**src/rtl/pmad_pkg.sv**
```systemverilog
`timescale 1ns / 1ps
`default_nettype none
// ----------------------------------------------------------------------------
// pmad_pkg
// Shared types and constants of the peak meter.
// ----------------------------------------------------------------------------
package pmad_pkg;

   localparam int signed HOLD_FLOOR = -40960;
   localparam int signed DB_FLOOR   = -25600;
   localparam logic [18:0] LOG_SCALE = 19'd394566;
   localparam logic [23:0] ACC_MAX  = 24'hFFFFFF;
   localparam logic [15:0] CNT_MAX  = 16'hFFFF;

   localparam logic CSR_ENABLE = 1'b0;
   localparam logic CSR_DECAY  = 1'b1;

   typedef enum logic [2:0] {
      ST_IDLE,
      ST_READ,
      ST_LOG,
      ST_MUL,
      ST_WRITE,
      ST_OUT,
      ST_CLEAR
   } state_type;

   typedef struct packed {
      logic [23:0]        peak_mag;
      logic [15:0]        count;
      logic signed [16:0] held;
      logic signed [16:0] max_hold;
      logic [23:0]        decay_acc;
   } entry_type;

   typedef struct packed {
      logic        start;
      logic [23:0] mag;
   } log_req_type;

   typedef struct packed {
      logic               done;
      logic signed [15:0] db;
   } log_rsp_type;

endpackage
`default_nettype wire

```
**src/rtl/peak_meter_accel_decay.sv**
```systemverilog
`timescale 1ns / 1ps
`default_nettype none
// ----------------------------------------------------------------------------
// peak_meter_accel_decay
// Per-channel peak meter with accelerating decay and max hold.
// ----------------------------------------------------------------------------
// Channel state lives in one synchronous memory (one entry per channel).
// A sample that does not end a block is accepted, read, updated and written
// back before the next beat is taken. A block-end sample also runs the dB
// conversion (mantissa squarings, then multiply, round and hand-off) and the
// decay multiply; its result is loaded into the result register, and the
// next beat is taken after that load. If the result register still holds an
// unaccepted result, the input stalls until it drains. A clear beat sweeps
// the memory before the next beat is taken. After reset the input stalls
// while a clearing pass initializes the memory.
module peak_meter_accel_decay #(
   parameter int CHANNELS    = 2,
   parameter int SAMPLE_BITS = 24
) (
   input  wire               clock,
   input  wire               reset,
   input  wire               req_valid,
   output logic              req_stall,
   input  wire               req_type,
   input  wire  [3:0]        req_channel,
   input  wire  signed [23:0] req_sample,
   input  wire               req_block_end,
   output logic              rsp_valid,
   input  wire               rsp_stall,
   output logic [3:0]        rsp_out_channel,
   output logic signed [15:0] rsp_block_peak_db,
   output logic signed [16:0] rsp_held_peak_db,
   output logic signed [16:0] rsp_max_peak_db,
   input  wire               csr_valid,
   output logic              csr_ready,
   input  wire               csr_index,
   input  wire  [23:0]       csr_data
);
   import pmad_pkg::*;

   localparam int AW = (CHANNELS > 1) ? $clog2(CHANNELS) : 1;

   entry_type mem [CHANNELS];
   entry_type rd_ff;

   state_type st_ff, st_in;
   logic              en_ff;
   logic [23:0]       decay_ff;
   logic [AW:0]       sweep_ff, sweep_in;
   logic              init_ff, init_in;
   logic [AW-1:0]     ch_ff, ch_in;
   logic [23:0]       mag_ff, mag_in;
   logic              be_ff, be_in;
   entry_type         e_ff, e_in;
   logic [39:0]       blk_ff, blk_in;
   logic              we;
   logic [AW-1:0]     waddr, raddr;
   entry_type         wdata;
   logic              rsp_valid_ff, rsp_load;
   logic [3:0]        och_ff;
   logic signed [15:0] bdb_ff, bdbr_ff;
   logic signed [16:0] held_ff, max_ff;
   log_req_type       lstart;
   log_rsp_type       lrsp;
   entry_type         upd;

   logic [SAMPLE_BITS-1:0] raw;
   logic [SAMPLE_BITS-1:0] negraw;
   logic [23:0]       mag_new;
   logic              take;
   logic signed [17:0] cur;
   logic [40:0]       acc;
   entry_type         clr;

   assign raw    = SAMPLE_BITS'($unsigned(req_sample));
   assign negraw = ~raw + 1'b1;
   assign mag_new = raw[SAMPLE_BITS-1] ? 24'(negraw == '0 ? {1'b1, {(SAMPLE_BITS-1){1'b0}}}
                                                        : negraw)
                                       : 24'(raw);

   assign req_stall = (st_ff != ST_IDLE) || init_ff;
   assign take      = req_valid && !req_stall;
   assign csr_ready = 1'b1;

   pmad_log #(.SAMPLE_BITS(SAMPLE_BITS)) u_log (
      .clock(clock), .reset(reset), .req(lstart), .rsp(lrsp)
   );

   assign cur = 18'($signed(e_ff.held)) - $signed({2'b00, e_ff.decay_acc[23:8]});
   assign acc = 41'(e_ff.decay_acc) + 41'(blk_ff);

   always_comb begin
      clr          = '0;
      clr.held     = 17'(HOLD_FLOOR);
      clr.max_hold = 17'(HOLD_FLOOR);
   end

   always_comb begin
      st_in    = st_ff;
      sweep_in = sweep_ff;
      init_in  = init_ff;
      ch_in    = ch_ff;
      mag_in   = mag_ff;
      be_in    = be_ff;
      case (st_ff)
         ST_IDLE: begin
            if (init_ff) begin
               sweep_in = sweep_ff + 1'b1;
               if (sweep_ff == (AW+1)'(CHANNELS - 1)) init_in = 1'b0;
            end else if (take) begin
               if (req_type) begin
                  sweep_in = '0;
                  st_in    = ST_CLEAR;
               end else if (en_ff && 32'(req_channel) < CHANNELS) begin
                  ch_in  = AW'(req_channel);
                  mag_in = mag_new;
                  be_in  = req_block_end;
                  st_in  = ST_READ;
               end
            end
         end
         ST_READ:  st_in = ST_LOG;
         ST_LOG: begin
            if (!be_ff) st_in = ST_WRITE;
            else if (lrsp.done) st_in = ST_MUL;
         end
         ST_MUL:   st_in = ST_WRITE;
         ST_WRITE: st_in = be_ff ? ST_OUT : ST_IDLE;
         ST_OUT:   if (!rsp_valid_ff || !rsp_stall) st_in = ST_IDLE;
         ST_CLEAR: begin
            sweep_in = sweep_ff + 1'b1;
            if (sweep_ff == (AW+1)'(CHANNELS)) st_in = ST_IDLE;
         end
         default:  st_in = ST_IDLE;
      endcase
   end

   always_comb begin
      e_in       = e_ff;
      blk_in     = blk_ff;
      we         = 1'b0;
      waddr      = ch_ff;
      wdata      = e_ff;
      raddr      = ch_ff;
      rsp_load   = 1'b0;
      case (st_ff)
         ST_IDLE: begin
            we    = init_ff;
            waddr = AW'(sweep_ff);
            wdata = clr;
            raddr = AW'(req_channel);
         end
         ST_READ: e_in = upd;
         ST_MUL: begin
            blk_in = 40'(decay_ff) * 40'(e_ff.count);
         end
         ST_WRITE: begin
            we    = 1'b1;
            wdata = e_ff;
            if (be_ff) begin
               if (cur <= 18'(bdb_ff)) begin
                  wdata.held      = 17'(bdb_ff);
                  wdata.decay_acc = '0;
               end else begin
                  wdata.held = (cur < 18'(HOLD_FLOOR)) ? 17'(HOLD_FLOOR) : cur[16:0];
                  wdata.decay_acc = (acc > 41'(ACC_MAX)) ? ACC_MAX : acc[23:0];
               end
               if (17'(bdb_ff) > e_ff.max_hold) wdata.max_hold = 17'(bdb_ff);
               wdata.peak_mag = '0;
               wdata.count    = '0;
            end
            e_in = wdata;
         end
         ST_OUT:   rsp_load = !rsp_valid_ff || !rsp_stall;
         ST_CLEAR: begin
            raddr = AW'(sweep_ff);
            if (sweep_ff != '0) begin
               we             = 1'b1;
               waddr          = AW'(sweep_ff - 1'b1);
               wdata          = rd_ff;
               wdata.held     = 17'(HOLD_FLOOR);
               wdata.max_hold = 17'(HOLD_FLOOR);
            end
         end
         default: ;
      endcase
   end

   // modified entry after read
   always_comb begin
      upd = rd_ff;
      if (mag_ff > rd_ff.peak_mag) upd.peak_mag = mag_ff;
      if (rd_ff.count != CNT_MAX) upd.count = rd_ff.count + 16'd1;
   end

   // start the converter on the updated block peak
   assign lstart.start = (st_ff == ST_READ) && be_ff;
   assign lstart.mag   = upd.peak_mag;

   always_ff @(posedge clock) begin
      if (we) mem[waddr] <= wdata;
      rd_ff <= mem[raddr];
   end

   always_ff @(posedge clock) begin
      if (reset) begin
         st_ff        <= ST_IDLE;
         en_ff        <= 1'b1;
         decay_ff     <= 24'd16;
         sweep_ff     <= '0;
         init_ff      <= 1'b1;
         rsp_valid_ff <= 1'b0;
      end else begin
         st_ff    <= st_in;
         sweep_ff <= sweep_in;
         init_ff  <= init_in;
         if (csr_valid) begin
            case (csr_index)
               CSR_ENABLE: en_ff    <= csr_data[0];
               CSR_DECAY:  decay_ff <= csr_data;
               default: ;
            endcase
         end
         if (rsp_load) rsp_valid_ff <= 1'b1;
         else if (!rsp_stall) rsp_valid_ff <= 1'b0;
      end
      ch_ff  <= ch_in;
      mag_ff <= mag_in;
      be_ff  <= be_in;
      blk_ff <= blk_in;
      e_ff   <= e_in;
      if (lrsp.done) bdb_ff <= lrsp.db;
      if (rsp_load) begin
         och_ff  <= 4'(ch_ff);
         bdbr_ff <= bdb_ff;
         held_ff <= e_ff.held;
         max_ff  <= e_ff.max_hold;
      end
   end

   assign rsp_valid         = rsp_valid_ff;
   assign rsp_out_channel   = och_ff;
   assign rsp_block_peak_db = bdbr_ff;
   assign rsp_held_peak_db  = held_ff;
   assign rsp_max_peak_db   = max_ff;

   assert property (@(posedge clock) disable iff (reset)
      (take && st_in != ST_IDLE) |=> req_stall)
      else $error("beat taken while busy");
   assert property (@(posedge clock) disable iff (reset)
      (st_ff == ST_OUT && st_in == ST_IDLE) |=> rsp_valid)
      else $error("result lost");
   assert property (@(posedge clock) disable iff (reset) init_ff |-> req_stall)
      else $error("beat taken during init");
   assert property (@(posedge clock) disable iff (reset)
      (rsp_valid && rsp_stall) |=> (rsp_valid && $stable(rsp_out_channel) &&
      $stable(rsp_block_peak_db) && $stable(rsp_held_peak_db) && $stable(rsp_max_peak_db)))
      else $error("stalled result changed");

endmodule
`default_nettype wire

```
**src/rtl/pmad_log.sv**
```systemverilog
`timescale 1ns / 1ps
`default_nettype none
// ----------------------------------------------------------------------------
// pmad_log
// Iterative log2 to dB converter: one mantissa squaring per cycle.
// ----------------------------------------------------------------------------
module pmad_log #(
   parameter int SAMPLE_BITS = 24
) (
   input  wire                   clock,
   input  wire                   reset,
   input  pmad_pkg::log_req_type req,
   output pmad_pkg::log_rsp_type rsp
);
   import pmad_pkg::*;

   localparam int PW = $clog2(SAMPLE_BITS);

   typedef enum logic [1:0] {L_IDLE, L_SQR, L_MUL, L_RND} lstate_type;

   lstate_type         st_ff, st_in;
   logic [31:0]        m_ff, m_in;
   logic [15:0]        frac_ff, frac_in;
   logic [4:0]         it_ff, it_in;
   logic [PW-1:0]      p_ff, p_in;
   logic               zero_ff, zero_in;
   logic [40:0]        prod_ff, prod_in;
   logic signed [15:0] db_ff, db_in;
   logic               done_ff, done_in;

   logic [63:0]        sq;
   logic [32:0]        sqs;
   logic [PW-1:0]      msb;
   logic [21:0]        neg;
   logic [17:0]        q;

   always_comb begin
      msb = '0;
      for (int i = 0; i < 24; i++) begin
         if (req.mag[i]) msb = PW'(i);
      end
   end

   assign sq  = m_ff * m_ff;
   assign sqs = sq[63:31];
   assign neg = {(PW'(SAMPLE_BITS - 1) - p_ff), 16'd0} - {6'd0, frac_ff};
   assign q   = 18'((prod_ff + 41'd8388608) >> 24);

   always_comb begin
      st_in   = st_ff;
      m_in    = m_ff;
      frac_in = frac_ff;
      it_in   = it_ff;
      p_in    = p_ff;
      zero_in = zero_ff;
      prod_in = prod_ff;
      db_in   = db_ff;
      done_in = 1'b0;
      case (st_ff)
         L_IDLE: begin
            if (req.start) begin
               p_in    = msb;
               zero_in = (req.mag == '0);
               m_in    = 32'({8'd0, req.mag} << (5'd31 - 5'(msb)));
               frac_in = '0;
               it_in   = '0;
               st_in   = L_SQR;
            end
         end
         L_SQR: begin
            if (sqs[32]) begin
               frac_in = {frac_ff[14:0], 1'b1};
               m_in    = sqs[32:1];
            end else begin
               frac_in = {frac_ff[14:0], 1'b0};
               m_in    = sqs[31:0];
            end
            it_in = it_ff + 5'd1;
            if (it_ff == 5'd15) st_in = L_MUL;
         end
         L_MUL: begin
            prod_in = 41'(neg) * 41'(LOG_SCALE);
            st_in   = L_RND;
         end
         L_RND: begin
            if (zero_ff || q >= 18'd25600) db_in = 16'(DB_FLOOR);
            else db_in = -$signed({1'b0, q[14:0]});
            done_in = 1'b1;
            st_in   = L_IDLE;
         end
         default: st_in = L_IDLE;
      endcase
   end

   always_ff @(posedge clock) begin
      if (reset) begin
         st_ff   <= L_IDLE;
         done_ff <= 1'b0;
      end else begin
         st_ff   <= st_in;
         done_ff <= done_in;
      end
      m_ff    <= m_in;
      frac_ff <= frac_in;
      it_ff   <= it_in;
      p_ff    <= p_in;
      zero_ff <= zero_in;
      prod_ff <= prod_in;
      db_ff   <= db_in;
   end

   assign rsp.done = done_ff;
   assign rsp.db   = db_ff;

endmodule
`default_nettype wire

```
**config.mk**
```make
export PLATFORM = sky130hd
export DESIGN_NAME = peak_meter_accel_decay
export DESIGN_NICKNAME = d
export VERILOG_FILES = /design/src/rtl/pmad_pkg.sv /design/src/rtl/peak_meter_accel_decay.sv /design/src/rtl/pmad_log.sv
export SDC_FILE = /design/constraint.sdc
export NUM_CORES = 2
export LEC_CHECK = 0
export BUFFER_PORTS_ARGS = -buffer_cell sky130_fd_sc_hd__buf_2
export CAP_MARGIN = 20
export CORE_UTILIZATION = 55
export CTS_CLUSTER_SIZE = 24
export DETAILED_ROUTE_END_ITERATION = 6
export PLACE_DENSITY = 0.75
export SETUP_SLACK_MARGIN = 0.4
export SLEW_MARGIN = 20
export SYNTH_ARGS = -nofsm -noshare
export SYNTH_HDL_FRONTEND = slang
export SYNTH_SLANG_ARGS = --single-unit
```
**constraint.sdc**
```tcl
create_clock -name clock -period 11.6 [get_ports clock]
set_clock_uncertainty 0.05 [all_clocks]
set_input_delay 1.16 -clock clock [delete_from_list [all_inputs] [get_ports clock]]
set_output_delay 1.16 -clock clock [all_outputs]
set_load 0.01 [all_outputs]
```
Word-level counts from Yosys, hierarchy flattened
Memory sizes are Yosys's and may differ from the RTL's. A register that Yosys moved wholly into a read port is not among the register bits.
Cells that the tools add are included.
{"block": "totals", "ff_bits": 381, "ramBits": 196, "in_bits": 60, "out_inout_bits": 57, "elab_cells": 182, "n_memories": 1}
{"memory": "mem", "words": 2, "width": 98, "read_ports": 1, "rd_ports_with_merged_regs": 1, "write_ports": 1, "line_no": "peak_meter_accel_decay.sv:43", "rtl": "entry_type mem [CHANNELS];"}
{"block": "op_classes", "add_sub_neg": 12, "n_mul": 3, "magnitude_cmp": 7, "eq_ne": 24, "n_shift": 1, "n_mux": 74, "bitwise": 4, "reduce_logical": 26}
{"cell": "one-hot mux 98 bit (3 select lines)", "n": 1}
{"cell": "2-to-1 mux 98 bit", "n": 2}
{"cell": "one-hot mux 98 bit (2 select lines)", "n": 1}
{"cell": "2-to-1 mux 5 bit", "n": 23}
{"cell": "2-to-1 mux 24 bit", "n": 4}
{"cell": "multiplier 32 x 32 -> 64 bit", "n": 1}
{"cell": "2-to-1 mux 32 bit", "n": 2}
{"cell": "one-hot mux 32 bit (2 select lines)", "n": 1}
{"cell": "2-to-1 mux 17 bit", "n": 3}
{"cell": "logical NOT 24 bit", "n": 2}
{"cell": "adder 24 x 40 -> 41 bit", "n": 1}
{"cell": "adder 41 x 24 -> 41 bit (second input constant)", "n": 1}
{"cell": "> comparator 41 x 24 -> 1 bit (second input constant)", "n": 1}
{"cell": "multiplier 22 x 18 -> 40 bit (second input constant)", "n": 1}
{"cell": "multiplier 24 x 16 -> 40 bit", "n": 1}
{"cell": "2-to-1 mux 16 bit", "n": 2}
{"cell": "one-hot mux 16 bit (2 select lines)", "n": 1}
{"cell": "<< shifter 24 x 5 -> 32 bit", "n": 1}
{"cell": "2-to-1 mux 3 bit", "n": 9}
{"cell": "adder 24 x 1 -> 24 bit (second input constant)", "n": 1}
{"cell": "> comparator 24 bit", "n": 1}
{"cell": "NOT 24 bit", "n": 1}
{"cell": "2-to-1 mux 23 bit", "n": 1}
{"cell": "subtractor 21 x 16 -> 22 bit", "n": 1}
{"cell": "43 further kinds", "n": 88}

Longest topological paths before layout
{"block": "depth", "word_depth": 29, "ltp_mapped": 35, "depth_no_buf": 31}

Cells and area by module
A second synthesis with hierarchy kept.
{"block": "hier_totals", "hier_cells": 7782, "hier_area_um2": 78325.1}
{"mod": "pmad_log", "n_inst": 1, "cells_per_inst": 4225, "area_each_um2": 39893.3, "seq_area_each_um2": 2852.7}
{"mod": "peak_meter_accel_decay", "n_inst": 1, "cells_per_inst": 3557, "area_each_um2": 38431.9, "seq_area_each_um2": 15424.8}

Least setup slack after synthesis
OpenSTA, ideal clock, no wires.
{"block": "synth_path", "kind": "register -> register", "start": "reg u_log.m_ff[4]", "end": "reg u_log.m_ff[28], data pin", "setup_ns": 0.259, "t_arrival_ns": 8.038, "required_ns": 11.291, "setup_slack_ns": 3.253, "path_stages_with_launch": 30, "n_path_buf": 4, "period_less_slack_ns": 8.347, "path_cell_list": "edfxtp_1 > clkbuf_1 > clkbuf_1 > nand2_1 > fa_1 > inv_1 > fa_1 > fa_1 > inv_1 > fa_1 > inv_1 > fa_1 > fa_1 > fa_1 > fa_1 > ha_1 > a211oi_1 > nor2_1 > a2111oi_0 > o21ai_1 > o31ai_2 > o311a_2 > o2111ai_1 > a21bo_1 > a32o_1 > buf_2 > inv_2 > buf_4 > nor2_1 > a211o_1"}
{"block": "synth_between", "elab_chain_cells": 3}
{"item": "start, declared", "line_no": "pmad_log.sv:22", "rtl": "logic [31:0] m_ff, m_in;"}
{"item": "start signal, assigned", "line_no": "pmad_log.sv:103", "rtl": "m_ff <= m_in;"}
{"item": "multiplier 32 x 32 -> 64 bit", "line_no": "pmad_log.sv:44", "rtl": "assign sq = m_ff * m_ff;"}
{"item": "2-to-1 mux 32 bit", "line_no": "pmad_log.sv:71", "rtl": "if (sqs[32]) begin"}
{"item": "one-hot mux 32 bit (2 select lines)", "line_no": "pmad_log.sv:59", "rtl": "case (st_ff)"}
{"item": "net u_log.m_in[28]", "line_no": "pmad_log.sv:22"}
The timed path passes the listed nets, and every way through them passes these cells.
A chain may end at the register's enable or synchronous reset.

Worst setup path in the final report
{"block": "layout_path", "start": "reg u_log.m_ff[8]", "end": "reg u_log.m_ff[19], data pin"}
Same word-level chain as after synthesis.

==> impl_metrics.toml <==
[timing]
slew_headroom = 0.2610
hold_ws_ns = 0.3626
finalSetupViolCount = 0
max_slew.worst_pin.slew_ns = 1.108
maxClockFrequency_ghz = 0.1000
hold_viol = 0
finalCritPeriodShare = 0.8620
tns_ns = 0
report.final.slew_viol_count = 0
period_minus_slack_ns = 9.999
rsz0062_at_grt = "false"

[detailed_routing]
drc = 18
antenna_left = 0
dr.pass1.iters = 7
vias = 53480
drt_iter0_markers = 4413
wirelength_um = 185600
wl_per_cell_um = 19.82
viasPerCell = 5.710

[floorplan]
initial_core_util = 0.5541
die_h_um = 374.2
rows = 136
fp.dieW_um = 374.2
die-area_sq_mm = 0.1400
design.core.area_sq_mm = 0.1375
ios = 117

[final_layout]
final_cell_mix = "inv_1, fa_1, nand2_1, ha_1, edfxtp_1"
area_delta_synth_final_pct = 6.395
finalNetCount = 9436
layout_commonest_cell = "inv_1"
fill_cells = 11280
final_cell_area_sq_mm = 0.08106
drive_above_1_share = 0.06616
stdcell_count = 9367

[synth]
synth_flop_cell = "edfxtp_1"
synthCells = 7535
synth_edf_count = 520
seq_area_frac_synth = 0.2399
synth_cell_type_count = 98
synth_warnings = 0
synthArstFlopShare = 0
synth-seq-cells = 653
avgSynthCellArea_sq_um = 10.11
netlist_area_sq_mm = 0.07619

[worst_setup_path]
cp_max_fo = 17
worst_path_most_repeated_cell = "fa_1"
crit_family = "adder cells"
critical_path.max_stage_delay_ns = 0.94
cp-end-kind = "register"
required_ns = 11.98
crit_path_start_kind = "register"
crit_buf_inv = 4
arrival_ns = 10.37
crit_type = "register to register"
crit_slowest_cell = "edfxtp_1"

[clocking]
cts_root_buffer = "clkbuf_16"
clock_sinks = 653
tritoncts = "built"
cts_buffer_depth = 3
h-tree-depth = 3
cts_hold_buf = 0
cts_resized = 0
cts-buffers-inserted = 72
cts_setup_buffers = 0
clock_latency_ns = 0.68
clkTransAtPathRegs_ns = 0.06

[global_route]
grt_max_degree = 80
met1_usage = 0.3642
met2_usage = 0.4434
grt_pass1_wl_um = 300600
grt_util_met3 = 0.05241
grt_overflow_total = 0
grt_pass1_vias = 56770
grt-busiest-layer = "met2"
antenna_found_initial = 3
grt_usage = 0.2715

[outcome]
violations = "DRC"
status = "complete, but fails checks"

[place]
post-place-cells = 9232
place.gp.congestion = 0.9496
place_area_sq_mm = 0.07860
io_buffers = 112
dp_hpwl_um = 141400

[min_path]
hold_class = "register to register"

[flow_run]
drv_cap = 0
## per-stage QoR
step / utilization / setup slack [ns]
2_1_floorplan: - / 3.253
3_3_place_gp: 0.5717 / 2.105
3_5_place_dp: 0.5717 / 1.732
4_1_cts: 0.5895 / 1.700
5_1_grt: 0.5895 / 1.322
6_report: 0.5895 / 1.601
## kinds of logic (layout without fill, tap and decap cells)
| group | count (synthesis) | after routing | synth area share |
|---|---|---|---|
| buffers and inverters | 1880 | 1915 | 0.09322 |
| adder cells (fa/ha/maj) | 1864 | 1864 | 0.4234 |
| AND/OR/NAND/NOR | 1843 | 1843 | 0.1137 |
| AO/OA/AOI/OAI | 898 | 898 | 0.07975 |
| flip-flops | 653 | 653 | 0.2399 |
| XOR/XNOR | 220 | 220 | 0.02529 |
| multiplexers | 175 | 175 | 0.02468 |
| other | 2 | 5 | 0.00009858 |
## metal layers
layer	vias up	wire length, um
met2	2223	87400
met3	473	16090
li1	24030	-
met5	-	27
met1	26750	75670
met4	4	6433
## synthesized netlist by cell type (all sizes together), types with 45 or more instances
library cell,instances,area (sq um)
mux2,103,1160
o21ai,200,1008
edfxtp,520,15610
a21oi,246,1235
mux2i,72,720.7
nand3,127,635.6
xnor2,146,1279
and2,327,2046
a22oi,45,337.8
a21o,65,488.0
nor3,61,310.3
dfxtp,133,2663
a22o,56,490.5
ha,674,8433
xor2,74,648.1
nor2,265,1002
clkbuf,280,1051
inv,1571,5897
fa,1190,23820
nand2,832,3123
## area by class of cell
type / instances / area (sq um) / area share
Antenna cell: 1 / 2.502 / 0.00003087
Clock inverter: 33 / 421.7 / 0.005202
Clock buffer: 101 / 2032 / 0.02507
Multi-Input combinational cell: 5004 / 50910 / 0.6280
Inverter: 1576 / 5916 / 0.07298
Sequential cell: 653 / 18280 / 0.2255
Tap cell: 1794 / 2245 / 0.02769
Timing Repair Buffer: 205 / 1259 / 0.01553
## final timing paths
kind / from / end / slack [ns] / cells past startpoint
max: u_log.m_ff[8]$_DFFE_PP_ / u_log.m_ff[19]$_DFFE_PP_ / 1.60 / 25
min: u_log.db_ff[4]$_SDFFCE_PP0P_ / bdb_ff[4]$_DFFE_PP_ / 0.36 / 0
max reg2reg: u_log.m_ff[8]$_DFFE_PP_ / u_log.m_ff[19]$_DFFE_PP_ / 1.60 / 25
min reg2reg: u_log.db_ff[4]$_SDFFCE_PP0P_ / bdb_ff[4]$_DFFE_PP_ / 0.36 / 0
## flip-flops by register name (all words and copies together) (netlist names), 2 cells and up
| register | count |
|---|---|
| decay_ff | 24 |
| mag_ff | 24 |
| u_log.m_ff | 32 |
| u_log.p_ff | 5 |
| u_log.frac_ff | 16 |
| u_log.db_ff | 16 |
| rsp_held_peak_db | 17 |
| rd_ff | 98 |
| e_ff | 98 |
| bdb_ff | 16 |
| blk_ff | 40 |
| st_ff | 3 |
| mem | 196 |
| u_log.prod_ff | 18 |
| rsp_block_peak_db | 16 |
| u_log.it_ff | 5 |
| u_log.st_ff | 2 |
| sweep_ff | 2 |
| rsp_max_peak_db | 17 |
Power is not shown: default switching activity piles up to over one toggle a cycle in this logic, so the estimate is an artifact.
